## src/sv/tcrd_pkg.sv

```systemverilog
// shared types and constants for the tdm channel remap and delay block
// no dependencies; imported by tcrd_convert and tdm_channel_remap_delay
package tcrd_pkg;

  localparam int unsigned MapPositions = 8;
  localparam int unsigned SlotW        = 3;
  localparam int unsigned SampleW      = 16;
  localparam int unsigned WordW        = 32;
  localparam int unsigned ShiftW       = 6;
  localparam int unsigned LenFieldW    = 6;
  localparam int unsigned CfgW         = 48;
  localparam int unsigned CfgIdxW      = 3;

  localparam logic [SampleW-1:0] DescrambleMask = 16'h59DF;

  // register indexes of the configuration port
  typedef enum logic [CfgIdxW-1:0] {
    CFG_CHANNEL_COUNT     = 3'd0,
    CFG_MIC_COUNT         = 3'd1,
    CFG_CONTAINER_MODE    = 3'd2,
    CFG_DESCRAMBLE_ENABLE = 3'd3,
    CFG_MIC_SHIFT         = 3'd4,
    CFG_REF_SHIFT         = 3'd5,
    CFG_CHANNEL_MAP       = 3'd6,
    CFG_DELAY_LENGTHS     = 3'd7
  } cfg_index_e;

  // sequencer states
  typedef enum logic [1:0] {
    ST_IDLE,
    ST_LOOK,
    ST_SWAP,
    ST_OUT
  } seq_state_e;

  // controls for the sample conversion unit
  typedef struct packed {
    logic              container_mode;
    logic              descramble_enable;
    logic [ShiftW-1:0] shift;
  } conv_ctrl_t;

endpackage

```

## src/sv/tcrd_convert.sv

```systemverilog
// capture word to 16-bit sample conversion: arithmetic shift, descramble or low half passed through
// depends on tcrd_pkg
module tcrd_convert
  import tcrd_pkg::*;
(
  input  logic [WordW-1:0]   word_i,
  input  conv_ctrl_t         ctrl_i,
  output logic [SampleW-1:0] sample_o
);

  logic [4:0]              sh_amt;
  logic signed [WordW-1:0] shifted;
  logic [SampleW-1:0]      low_half;

  // shift amounts of 32 and beyond act as 31
  always_comb begin
    sh_amt   = (ctrl_i.shift > 6'd31) ? 5'd31 : ctrl_i.shift[4:0];
    shifted  = $signed(word_i) >>> sh_amt;
    low_half = word_i[SampleW-1:0];
    if (ctrl_i.container_mode) begin
      sample_o = shifted[SampleW-1:0];
    end else if (ctrl_i.descramble_enable && (low_half != '0)) begin
      sample_o = low_half ^ DescrambleMask;
    end else begin
      sample_o = low_half;
    end
  end

endmodule
```

## config.mk

```make
export PLATFORM = sky130hd
export DESIGN_NAME = tcrd_convert
export DESIGN_NICKNAME = d
export VERILOG_FILES = /design/src/sv/tcrd_pkg.sv /design/src/sv/tcrd_convert.sv
export SDC_FILE = /design/constraint.sdc
export NUM_CORES = 1
export LEC_CHECK = 0
export BUFFER_PORTS_ARGS = -buffer_cell sky130_fd_sc_hd__buf_2
export CAP_MARGIN = 20
export CORE_MARGIN = 2
export CORE_UTILIZATION = 25
export DETAILED_ROUTE_END_ITERATION = 10
export GPL_TIMING_DRIVEN = 0
export PLACE_DENSITY = 0.49
export SLEW_MARGIN = 25
export SYNTH_ARGS = -nofsm -noshare
export SYNTH_HDL_FRONTEND = slang
export SYNTH_SLANG_ARGS = --single-unit
```

## constraint.sdc

```tcl
create_clock -name vclk -period 1.4
set_input_delay 0 -clock vclk [all_inputs]
set_output_delay 0 -clock vclk [all_outputs]
set_load 0.02 [all_outputs]
```

==> flow_summary_export.csv <==
group,metric,value,unit
power,power_density,414.2,nW/um^2
floorplan,start_util,25.44,%
power,seqPwrFrac,0,%
finish,drive_above_1_share,46.19,%
timing,drv_slew,0,
critical_path,critPathLaunchType,"primary input",
routing,avgViaCountPerCell,6.378,
power,combPwrFrac,100.0,%
grt,grt_pass1_vias,3340,
run,maxCapViolations,0,
grt,grt_usage,23.13,%
timing,setup_violations,16,
critical_path,crit_top_cell,"buf_6",
routing,vias,3463,
outcome,violations,"setup timing",
timing,worstMarginPinSlew,0.6702,ns
critical_path,arrival,1.91,ns
grt,grt_max_degree,11,
critical_path,slowest_stage,"mux4_2",
critical_path,worstPathCellList,"buf_6 > or2_4 > buf_12 > mux2i_4 > mux4_2 > mux2_4 > a221oi_4 > buf_6",
finish,n_fill_cell,1078,
timing,setup_ws,-0.5073,ns
min_path,hp-class,"primary input to output port",
floorplan,die_h,106.0,um
floorplan,rows,37,
finish,nClkBuffers,0,
timing,hold_viol_final,0,
power,switching_power,0.8796,mW
logic_synthesis,synth_area,2602,sq um
power,p_leak,1.408,nW
placed_design,dp_slack,-0.8034,ns
min_path,min_path_cells,3,
clock_tree,ctsHoldBuffers,0,
power,peakVddDrop,0.1660,mV
routing,highest_layer,"met4",
power,clkPwrFrac,0,%
finish,antenna_cells,0,
timing,clock.fmax,0.5243,GHz
routing,postRouteAntennaNets,0,
outcome,status,"complete, but fails checks",
routing,routed_wl,13.45,mm
power,fin_total_pwr,1.548,mW
critical_path,critPathKind,"primary input to output port",
grt,antenna_found_initial,0,
power,swShare,56.83,%
critical_path,cp_top_family,"multiplexers",
critical_path,endpoint_kind,"output port",
critical_path,cp_max_fo,8,
timing,min_period,1.907,ns
timing,fin_crit_sh,136.2,%
routing,met3WireLength,1.250,mm
finish,flops_and_latches,0,
floorplan,die_w,106.0,um
finish,seqCellArea,0,sq um
finish,mostFrequentLayoutCells,"37 x buf_2, 37 x mux2i_1, 21 x buf_4, 20 x nand2_1, 19 x nor2_1",
critical_path,cp.required,1.40,ns
finish,area_growth,43.61,%
logic_synthesis,syn_inst,349,
floorplan,io_pins,56,
critical_path,cpPeakStageDelay,0.52,ns
placed_design,gp_congestion,0.9539,
routing,drc,0,
routing,dr.pass1.iters,5,
timing,rsz0062_at_grt,"true",
routing,wl_met2,6.046,mm
finish,stdcell_area,3737,sq um
routing,wl_per_cell,24.77,um
floorplan,die_area,11240,sq um
logic_synthesis,synth_cell_types,61,
placed_design,place_area,3133,sq um
logic_synthesis,syn_area_per_cell,7.457,sq um
routing,first_iter_violations,370,
logic_synthesis,synth.net_count,389,
critical_path,path_buf_inv,3,
grt,grt.overflow.total,0,
timing,slew_headroom,55.32,%
routing,wl_met1,5.666,mm
logic_synthesis,ys_warn_count,0,
placed_design,port_buffers,47,
placed_design,place_hpwl,9.806,mm
grt,grt_first_pass_wirelength,20.29,mm
finish,final_nets,449,
critical_path,crit_cells,8,
logic_synthesis,seq_area_frac_synth,0,%
floorplan,core-area,10230,sq um
power,power.internal,0.6682,mW
timing,whs,0.5446,ns
tightest hold or removal path: stages:
cell	delay (ns)
buf_2	0.17
a221o_1	0.21
buf_2	0.17
metrics by stage:
step                util (%)  TNS (ns)  std cells
CTS                    34.72    -6.006        539
floorplan                  -   -0.6793        349
global placement       30.62    -12.69        532
global route           36.53    -6.795        543
detailed placement     30.62    -11.53        532
finish                 36.53    -6.163        543
layout make-up:
class                      count  area [sq um]  share of cell area (%)
multi-input combinational    302          2778                   74.32
inverter                       5         22.52                  0.6026
tap                          136         170.2                   4.553
timing repair buffer          59         394.1                   10.55
buffer                        41         372.9                   9.977
timing repair:
action,4_1_cts,5_1_grt
hold endpoints to repair,0,0
pin swaps,15,7
setup endpoints to repair,16,16
resized for setup,99,41
setup buffers,8,4
Yosys cell counts (2+ instances only):
library cell / n / share of area [%]
nand2b_1: 2 / 0.48
xor2_1: 5 / 1.7
buf_2: 17 / 3.3
or2_1: 2 / 0.48
o2111ai_1: 6 / 2.0
nor2_1: 25 / 3.6
o21ai_0: 18 / 3.5
nor3b_1: 4 / 1.2
clkbuf_1: 19 / 2.7
or3b_2: 2 / 0.67
inv_1: 5 / 0.72
o21a_1: 2 / 0.58
o221ai_1: 3 / 1.0
nor4b_1: 2 / 0.67
a221oi_1: 2 / 0.67
a22oi_1: 9 / 2.6
a31oi_1: 5 / 1.2
or2_2: 2 / 0.48
a32o_1: 2 / 0.77
o211ai_1: 5 / 1.4
o22ai_1: 6 / 1.4
a2bb2oi_1: 5 / 1.7
mux4_2: 16 / 14
a21oi_1: 16 / 3.1
a211oi_1: 7 / 2.0
a221o_1: 7 / 2.7
mux2i_1: 44 / 17
nor4_1: 7 / 1.7
a311oi_1: 3 / 1.0
nor3_1: 14 / 2.7
buf_6: 3 / 1.3
buf_1: 2 / 0.29
mux2_2: 8 / 3.5
nor2b_1: 16 / 3.8
and2_1: 2 / 0.48
nand2_1: 22 / 3.2
xnor2_1: 4 / 1.3
a211o_1: 2 / 0.67
nand3_1: 6 / 1.2
cells by family after synthesis:
| family | synth area share, % |
|---|---|
| AND/OR/NAND/NOR | 22.69 |
| AO/OA/AOI/OAI | 31.44 |
| multiplexers | 34.23 |
| buffers and inverters | 8.606 |
| XOR/XNOR | 3.029 |
worst paths after layout:
check | to | startpoint | slack (ns)
max | sample_o[15] | ctrl_i[0] | -0.51
min | sample_o[5] | word_i[5] | 0.54
routing by layer:
metal | global-route usage, % | vias up
met5 | 0 | -
met4 | 7.519 | 0
met3 | 2.943 | 48
met2 | 36.54 | 269
met1 | 32.56 | 1643
li1 | - | 1503
power by group through the flow:
stage	clock (mW)	sequential (mW)	combinational, mW
2_1_floorplan	0	0	0.839
3_3_place_gp	0	0	1.26
3_5_place_dp	0	0	1.25
4_1_cts	0	0	1.43
5_1_grt	0	0	1.62
6_report	0	0	1.55
(Power assumes the default switching activity.)
